$ cat config.mk
export PLATFORM = sky130hd
export DESIGN_NAME = uart_rx_fifo_line_resync
export DESIGN_NICKNAME = d
export VERILOG_FILES = /design/src/rtl/urx_pkg.sv /design/src/rtl/urx_ram.sv /design/src/rtl/urx_ctrl.sv /design/src/rtl/uart_rx_fifo_line_resync.sv
export SDC_FILE = /design/constraint.sdc
export NUM_CORES = 1
export LEC_CHECK = 0
export BUFFER_PORTS_ARGS = -buffer_cell sky130_fd_sc_hd__buf_2
export CAP_MARGIN = 25
export CELL_PAD_IN_SITES_DETAIL_PLACEMENT = 1
export CELL_PAD_IN_SITES_GLOBAL_PLACEMENT = 1
export CORE_MARGIN = 4
export CORE_UTILIZATION = 56
export DETAILED_ROUTE_END_ITERATION = 8
export GPL_TIMING_DRIVEN = 0
export PLACE_DENSITY = 0.76
export SLEW_MARGIN = 20
export SYNTH_ARGS = -nofsm -noshare
export SYNTH_HDL_FRONTEND = slang
export SYNTH_SLANG_ARGS = --single-unit
$ cat constraint.sdc
create_clock -name clk_i -period 3.8 [get_ports clk_i]
set_clock_uncertainty 0.1 [all_clocks]
set_input_delay 0.19 -clock clk_i [delete_from_list [all_inputs] [get_ports clk_i]]
set_output_delay 0.19 -clock clk_i [all_outputs]
set_load 0.005 [all_outputs]
$ cat src/rtl/urx_pkg.sv
// urx_pkg: shared constants and types of the receive byte fifo
// no dependencies; imported by urx_ctrl and the top level, not by urx_ram
`timescale 1ns / 1ps

package urx_pkg;

  // ring size, one slot always stays free
  localparam int unsigned URX_DEPTH = 64;

  localparam int unsigned BYTE_W = 8;

  // command codes
  localparam logic [1:0] CMD_PUSH    = 2'd0;
  localparam logic [1:0] CMD_POP     = 2'd1;
  localparam logic [1:0] CMD_CONSUME = 2'd2;
  localparam logic [1:0] CMD_LOSS    = 2'd3;

  // line end characters
  localparam logic [BYTE_W-1:0] CHAR_LF = 8'h0A;
  localparam logic [BYTE_W-1:0] CHAR_CR = 8'h0D;

  // result of one item, carried from the control unit to the result register
  typedef struct packed {
    logic ok;
    logic pop_ok;
    logic overflow;
    logic discard;
  } urx_result_t;

endpackage

$ cat src/rtl/urx_ram.sv
// urx_ram: generic single write port ram with registered read
// depends on nothing
`timescale 1ns / 1ps

module urx_ram #(
  parameter int unsigned Width = 8,
  parameter int unsigned Depth = 64
) (
  input  logic                     clk_i,
  input  logic                     we_i,
  input  logic [$clog2(Depth)-1:0] waddr_i,
  input  logic [Width-1:0]         wdata_i,
  input  logic                     re_i,
  input  logic [$clog2(Depth)-1:0] raddr_i,
  output logic [Width-1:0]         rdata_o
);

  logic [Width-1:0] mem_q [Depth];
  logic [Width-1:0] rdata_q;

  always_ff @(posedge clk_i) begin
    if (we_i) begin
      mem_q[waddr_i] <= wdata_i;
    end
    if (re_i) begin
      rdata_q <= mem_q[raddr_i];
    end
  end

  assign rdata_o = rdata_q;

endmodule

$ cat src/rtl/urx_ctrl.sv
// urx_ctrl: ring pointers, overflow flag and line resync discard state
// depends on urx_pkg; drives the write and read ports of the byte ram
`timescale 1ns / 1ps

module urx_ctrl #(
  parameter int unsigned Depth = urx_pkg::URX_DEPTH
) (
  input  logic                          clk_i,
  input  logic                          rst_ni,
  input  logic                          accept_i,
  input  logic [1:0]                    command_i,
  input  logic [urx_pkg::BYTE_W-1:0]    data_in_i,
  output logic                          ram_we_o,
  output logic [$clog2(Depth)-1:0]      ram_waddr_o,
  output logic [urx_pkg::BYTE_W-1:0]    ram_wdata_o,
  output logic                          ram_re_o,
  output logic [$clog2(Depth)-1:0]      ram_raddr_o,
  output urx_pkg::urx_result_t          result_o
);

  import urx_pkg::*;

  localparam int unsigned IdxW = $clog2(Depth);
  localparam logic [IdxW-1:0] LastIdx = IdxW'(Depth - 1);

  logic [IdxW-1:0] wr_q, wr_d, rd_q, rd_d;
  logic            ovf_q, ovf_d, disc_q, disc_d, cr_q, cr_d;
  logic [IdxW-1:0] wr_next, rd_next;
  logic            store, proceed, pop_ok, consume_ok;

  assign wr_next = (wr_q == LastIdx) ? '0 : wr_q + 1'b1;
  assign rd_next = (rd_q == LastIdx) ? '0 : rd_q + 1'b1;

  always_comb begin
    wr_d       = wr_q;
    rd_d       = rd_q;
    ovf_d      = ovf_q;
    disc_d     = disc_q;
    cr_d       = cr_q;
    store      = 1'b0;
    proceed    = 1'b0;
    pop_ok     = 1'b0;
    consume_ok = 1'b0;
    case (command_i)
      CMD_PUSH: begin
        if (disc_q) begin
          if (cr_q) begin
            // cr then anything ends the discard, lf is swallowed
            cr_d    = 1'b0;
            disc_d  = 1'b0;
            proceed = (data_in_i != CHAR_LF);
          end else if (data_in_i == CHAR_CR) begin
            cr_d = 1'b1;
          end else if (data_in_i == CHAR_LF) begin
            disc_d = 1'b0;
          end
        end else begin
          proceed = 1'b1;
        end
        if (proceed) begin
          if (wr_next == rd_q) begin
            // full: drop everything and resync on next line end
            rd_d   = wr_q;
            ovf_d  = 1'b1;
            disc_d = 1'b1;
            cr_d   = 1'b0;
          end else begin
            store = 1'b1;
            wr_d  = wr_next;
          end
        end
      end
      CMD_POP: begin
        if (!ovf_q && !disc_q && (rd_q != wr_q)) begin
          pop_ok = 1'b1;
          rd_d   = rd_next;
        end
      end
      CMD_CONSUME: begin
        if (ovf_q) begin
          consume_ok = 1'b1;
          ovf_d      = 1'b0;
        end
      end
      CMD_LOSS: begin
        rd_d   = wr_q;
        ovf_d  = 1'b0;
        disc_d = 1'b1;
        cr_d   = 1'b0;
      end
      default: begin
        wr_d = wr_q;
      end
    endcase
  end

  always_ff @(posedge clk_i or negedge rst_ni) begin
    if (!rst_ni) begin
      wr_q   <= '0;
      rd_q   <= '0;
      ovf_q  <= 1'b0;
      disc_q <= 1'b0;
      cr_q   <= 1'b0;
    end else if (accept_i) begin
      wr_q   <= wr_d;
      rd_q   <= rd_d;
      ovf_q  <= ovf_d;
      disc_q <= disc_d;
      cr_q   <= cr_d;
    end
  end

  assign ram_we_o    = accept_i && store;
  assign ram_waddr_o = wr_q;
  assign ram_wdata_o = data_in_i;
  assign ram_re_o    = accept_i && pop_ok;
  assign ram_raddr_o = rd_q;

  assign result_o.ok       = pop_ok || consume_ok;
  assign result_o.pop_ok   = pop_ok;
  assign result_o.overflow = ovf_d;
  assign result_o.discard  = disc_d;

endmodule

$ cat src/rtl/uart_rx_fifo_line_resync.sv
// uart_rx_fifo_line_resync: top level of the receive byte fifo
// depends on urx_pkg, urx_ctrl and urx_ram
`timescale 1ns / 1ps

// Receive byte fifo with overflow recovery and line resync.
// Input channel (in_valid_i / in_ready_o) carries one command item:
//   push data_in_i, pop, consume overflow flag, or mark loss.
// Output channel (out_valid_o / out_ready_i) returns exactly one result item
//   per command: ok, popped byte (zero unless a pop succeeded), and the
//   overflow and discard flags as they stand after the command.
// A full ring holds DEPTH-1 bytes; pushing into a full ring drops all held
//   bytes, raises overflow and discards input up to the next line end
//   (lf, cr, or cr lf).
// The result is registered and appears in the cycle after its item is accepted; the byte
//   comes straight from the registered read port of the byte ram.
// Throughput: one item per cycle while the result side is not stalled; pointer and flag
//   updates are plain increments and compares, and the ram takes one write or one read per item.
// Stall: the result register holds while out_ready_i is low, and the ram read
//   data holds with it since a read is only issued on accept; in_ready_o is
//   high whenever the result register is empty or being drained.
// Reset: pointers, flags and the result valid clear; the ring starts empty and
//   the ram contents are never read before being written.

module uart_rx_fifo_line_resync #(
  parameter int unsigned DEPTH = urx_pkg::URX_DEPTH
) (
  input  logic                       clk_i,
  input  logic                       rst_ni,
  // command channel
  input  logic                       in_valid_i,
  output logic                       in_ready_o,
  input  logic [1:0]                 command_i,
  input  logic [urx_pkg::BYTE_W-1:0] data_in_i,
  // result channel
  output logic                       out_valid_o,
  input  logic                       out_ready_i,
  output logic                       ok_o,
  output logic [urx_pkg::BYTE_W-1:0] data_out_o,
  output logic                       overflow_pending_o,
  output logic                       discarding_o
);

  import urx_pkg::*;

  localparam int unsigned IdxW = $clog2(DEPTH);

  logic              accept;
  logic              ram_we, ram_re;
  logic [IdxW-1:0]   ram_waddr, ram_raddr;
  logic [BYTE_W-1:0] ram_wdata, ram_rdata;
  urx_result_t       result;

  // result register
  logic              res_valid_q;
  urx_result_t       res_q;

  // new item may enter when the result slot is free or drains this cycle
  assign in_ready_o = !res_valid_q || out_ready_i;
  assign accept     = in_valid_i && in_ready_o;

  urx_ctrl #(
    .Depth(DEPTH)
  ) u_ctrl (
    .clk_i      (clk_i),
    .rst_ni     (rst_ni),
    .accept_i   (accept),
    .command_i  (command_i),
    .data_in_i  (data_in_i),
    .ram_we_o   (ram_we),
    .ram_waddr_o(ram_waddr),
    .ram_wdata_o(ram_wdata),
    .ram_re_o   (ram_re),
    .ram_raddr_o(ram_raddr),
    .result_o   (result)
  );

  // byte storage of the ring
  urx_ram #(
    .Width(BYTE_W),
    .Depth(DEPTH)
  ) u_ram (
    .clk_i  (clk_i),
    .we_i   (ram_we),
    .waddr_i(ram_waddr),
    .wdata_i(ram_wdata),
    .re_i   (ram_re),
    .raddr_i(ram_raddr),
    .rdata_o(ram_rdata)
  );

  always_ff @(posedge clk_i or negedge rst_ni) begin
    if (!rst_ni) begin
      res_valid_q <= 1'b0;
    end else if (in_ready_o) begin
      res_valid_q <= accept;
    end
  end

  // payload, no reset needed
  always_ff @(posedge clk_i) begin
    if (accept) begin
      res_q <= result;
    end
  end

  assign out_valid_o        = res_valid_q;
  assign ok_o               = res_q.ok;
  assign data_out_o         = res_q.pop_ok ? ram_rdata : '0;
  assign overflow_pending_o = res_q.overflow;
  assign discarding_o       = res_q.discard;

endmodule

==> summary.txt <==
Routing
  • Drt wl/cell: ~31 um
  • DRT antenna net count: 0
  • Vias per cell: approximately 6.4
  • Vias post-DR: about 11k
  • DRC violations left: 0
  • TritonRoute pass-1 iters: 5
  • DRT iter0 DRCs: approximately 1.1k
  • WL final: ~52 mm

Worst setup path
  • Crit path buffers/inverters: 2
  • CP peak stage delay: 0.74 ns
  • Slowest cell on crit path: nor2_1
  • Critical path cell sequence: buf_2 > nand3_1 > nor2_1 > xor2_1 > o21ai_1 > o21ai_1 > or4b_1 > clkbuf_1 > nor2_1
  • Worst Path Class, Setup: flop to flop
  • CP arrival: a little under 4 ns
  • Reg2reg path depth: 9
  • Endpoint class of the critical path: flop
  • CP required: between 3 and 4 ns
  • Crit-path max FO: 10
  • CP Launch Type: flop
  • Cell family with most CP delay: simple AND/OR/NAND/NOR gates
  • Cell count along the critical path: 9

Synth
  • Post-Syn Instances: 1031
  • Ys Warns: 0
  • Post-synth EDFFs: ~520
  • Post-synth net total: 1053
  • Netlist cell types: between 50 and 60
  • Post-synthesis async set-or-reset flop share: under 10%
  • Cell Area, Synth: roughly 0.022 mm2
  • Syn Area/Cell: around 21 um2
  • Most used DFF post-synth: edfxtp_1
  • Sequential share of the synthesized area: between 70% and 80%
  • Number of synthesized register bits: 540

Pwr
  • Clock Power Share: 31.2%
  • P_leak: ~7.6 nW
  • Maximum vdd ir drop: around 0.40 mV
  • Pint: ~0.011 W
  • Comb pwr share: approximately 27%
  • Psw: about 0.0045 W
  • Power per cell area: ~660 mW/mm2
  • Switching portion of total power: 28.2%
  • Flop pwr share: about two fifths

Clock network
  • CTS tree: yes
  • CTS buffer count: 53
  • Clk sinks: 540
  • Htree depth: 2
  • Clock Pin Slew Worst Setup and Hold Paths: around 0.06 ns
  • Post-CTS Repair Setup Buffers: 0
  • Clk buf depth: 3
  • CTS Root Cell: clkbuf_16
  • Clk_lat worst skew: approximately 0.60 ns

Floorplan
  • Die W: just over 200 um
  • Row count: ~70
  • Count of boundary I/O pins: 27
  • Core Footprint: roughly 0.038 mm2
  • Initial cell density of the core: about 57%
  • Die Ht: between 200 and 250 um
  • Full die area: between 0.04 and 0.05 mm2

Hold path
  • Hold Crit Class: input port to flop
  • Worst hold path depth: 1

Outcome
  • Failing checks: negative setup slack
  • Status: complete, but fails checks

Timing
  • Slew @ Worst Pin: between 1 and 1.5 ns
  • Slew Viols, Final: 0
  • Final period utilization: 101%
  • Slew margin rel.: between 20% and 30%
  • Fin. Hold Viols: 0
  • WHS: approximately 0.10 ns
  • Post-layout min period: approximately 3.9 ns
  • FMAX: 0.259 GHz
  • Final setup violation count: 32
  • RSZ-0062 raised after global routing: yes
  • Final WS setup: -0.0538 ns

Final layout
  • Cell Count, Final, Fillers Out: 1670
  • Filler cells: between 3k and 4k
  • Nets: roughly 1.1k
  • Core Util, Final: between 60 and 70%
  • Layout cells sized above 1: about 31%
  • Register area: 0.0161 mm2
  • Area Overhead vs Synth: 12.2%
  • Inserted Diodes: 0
  • Multi-input gate area: 0.00528 mm2
  • Final instance area: 0.0243 mm2

Place
  • Placer Congestion: 0.853
  • Cell Area, Placed: ~0.022 mm2
  • Post-DP HPWL: ~32 mm
  • PortBufs: 26
  • Setup WS pre-CTS: -0.125 ns
  • Placed cells: approximately 1.6k

GRT
  • Vias in the first global route: between 10k and 15k
  • Overflow after GRT: 0
  • First-pass GRT wire length: approximately 77 mm
  • GRT Total Usage: 25.6%
  • Antenna violations before repair: 1
  • Pin count of the biggest net entering global routing: 67

Flow run
  • Max cap viols: 0
## what timing repair did
action                                 CTS  global route
endpoints found under the hold margin   18             0
resized for setup                        2            49
setup endpoints to repair               12           433
hold buffers                             5             0
## final timing paths
kind / from / end / slack, ns
setup / recovery: u_ctrl.ram_waddr_o[0]$_DFFE_PN0P_ / u_ram.mem_q[58][5]$_DFFE_PP_ / -0.05
hold / removal: data_in_i[6] / u_ram.mem_q[42][6]$_DFFE_PP_ / 0.10
setup reg to reg: u_ctrl.ram_waddr_o[0]$_DFFE_PN0P_ / u_ram.mem_q[58][5]$_DFFE_PP_ / -0.05
hold reg to reg: u_ctrl.cr_q$_DFFE_PN0P_ / u_ctrl.cr_q$_DFFE_PN0P_ / 0.50
max in group asynchronous: rst_ni / u_ctrl.disc_q$_DFFE_PN0P_ / 2.32
min in group asynchronous: rst_ni / u_ctrl.ram_waddr_o[0]$_DFFE_PN0P_ / 0.70
## metrics by stage
| step | setup TNS [ns] | total power, W |
|---|---|---|
| after floorplan | 0 | 0.00970 |
| after global placement | -131.58 | 0.0110 |
| after detailed placement | -10.31 | 0.0110 |
| after CTS | 0 | 0.0160 |
| after global routing | -19.43 | 0.0165 |
| final | -1.06 | 0.0160 |
## layout by cell type (no fill, tap or decap), types with 3 or more instances in the layout
master         count
xor2_1             4
buf_1              8
o21ai_1           11
nor2_2            51
clkbuf_1          36
a21oi_1            4
ha_1               8
buf_6              5
nand2b_1           5
clkbuf_16         55
nor2_1            29
or2_2              4
mux2i_1            8
nor2b_1            3
mux2_2            11
and2_1             9
buf_4             11
edfxtp_1         524
o22ai_1            3
buf_2             46
mux4_2           160
or4_1              4
nand3_1            6
inv_1              8
bufinv_16          3
nand2_1           29
nand4_1            3
dlygate4sd3_1      5
nor3_1             4
o21ai_0            7
dfrtp_1           16
a31oi_1            5
clkinv_2           5
or3_1              4
xnor2_1            8
clkinv_1          15
## metal layers
layer | global-route usage, % | wire length, um | part of all wire (%) | vias to the layer above
li1 | - | - | - | 4441
met1 | 38.4 | 21500 | 42 | 5769
met2 | 40.2 | 25300 | 49 | 464
met3 | 4.54 | 3810 | 7.4 | 67
met4 | 6.22 | 1090 | 2.1 | 0
met5 | 0 | 0 | 0 | -
## kinds of logic after synthesis
family / Yosys count / synth area share [%]
AOI/OAI and AO/OA: 51 / 1.58
muxes: 180 / 17.6
adders and majority gates: 8 / 0.462
buffers and inverters: 74 / 1.65
and+or+nand+nor: 166 / 3.64
DFF: 540 / 74.5
xor gates and xnor gates: 12 / 0.486
## cells in the mapped netlist (5+ instances only)
cell / instances / share of area [%]
a31oi_1: 5 / 0.14
and2_1: 9 / 0.26
buf_1: 8 / 0.14
buf_2: 27 / 0.62
clkbuf_1: 22 / 0.38
dfrtp_1: 16 / 1.8
edfxtp_1: 524 / 73
ha_1: 8 / 0.46
inv_1: 8 / 0.14
mux2_2: 11 / 0.57
mux2i_1: 8 / 0.37
mux4_2: 160 / 17
nand2_1: 29 / 0.50
nand2b_1: 5 / 0.14
nand3_1: 6 / 0.14
nor2_1: 80 / 1.4
o21ai_0: 7 / 0.16
o21ai_1: 11 / 0.25
xnor2_1: 8 / 0.32
## power groups by stage
stage | Clock [W] | Sequential (W) | Combinational (W)
after floorplan | 0 | 0.00680 | 0.00290
after global placement | 0 | 0.00681 | 0.00417
after detailed placement | 0 | 0.00681 | 0.00423
after CTS | 0.00504 | 0.00669 | 0.00428
after global routing | 0.00534 | 0.00669 | 0.00451
final | 0.00499 | 0.00669 | 0.00429
## registers in the layout, indices dropped and copies added, names as in the netlist, 6 cells and up
register / flops
u_ctrl.ram_raddr_o: 6
u_ctrl.ram_waddr_o: 6
u_ram.mem_q: 512
u_ram.rdata_o: 8
## layout make-up
type | instances | share of cell area, %
tap | 511 | 2.63
clock buffer | 70 | 5.90
sequential | 540 | 66.5
inverter | 9 | 0.139
buffer | 64 | 1.31
timing repair buffer | 33 | 0.974
clock inverter | 26 | 0.814
multi-input combinational | 417 | 21.8
## worst reg2reg max path, cell delays in order (launching register included)
cell and delay [ns]:
dfrtp_1 0.35, buf_2 0.22, nand3_1 0.22, nor2_1 0.22, xor2_1 0.11, o21ai_1 0.33
o21ai_1 0.20, or4b_1 0.49, clkbuf_1 0.47, nor2_1 0.74
(Power assumes the default switching activity.)
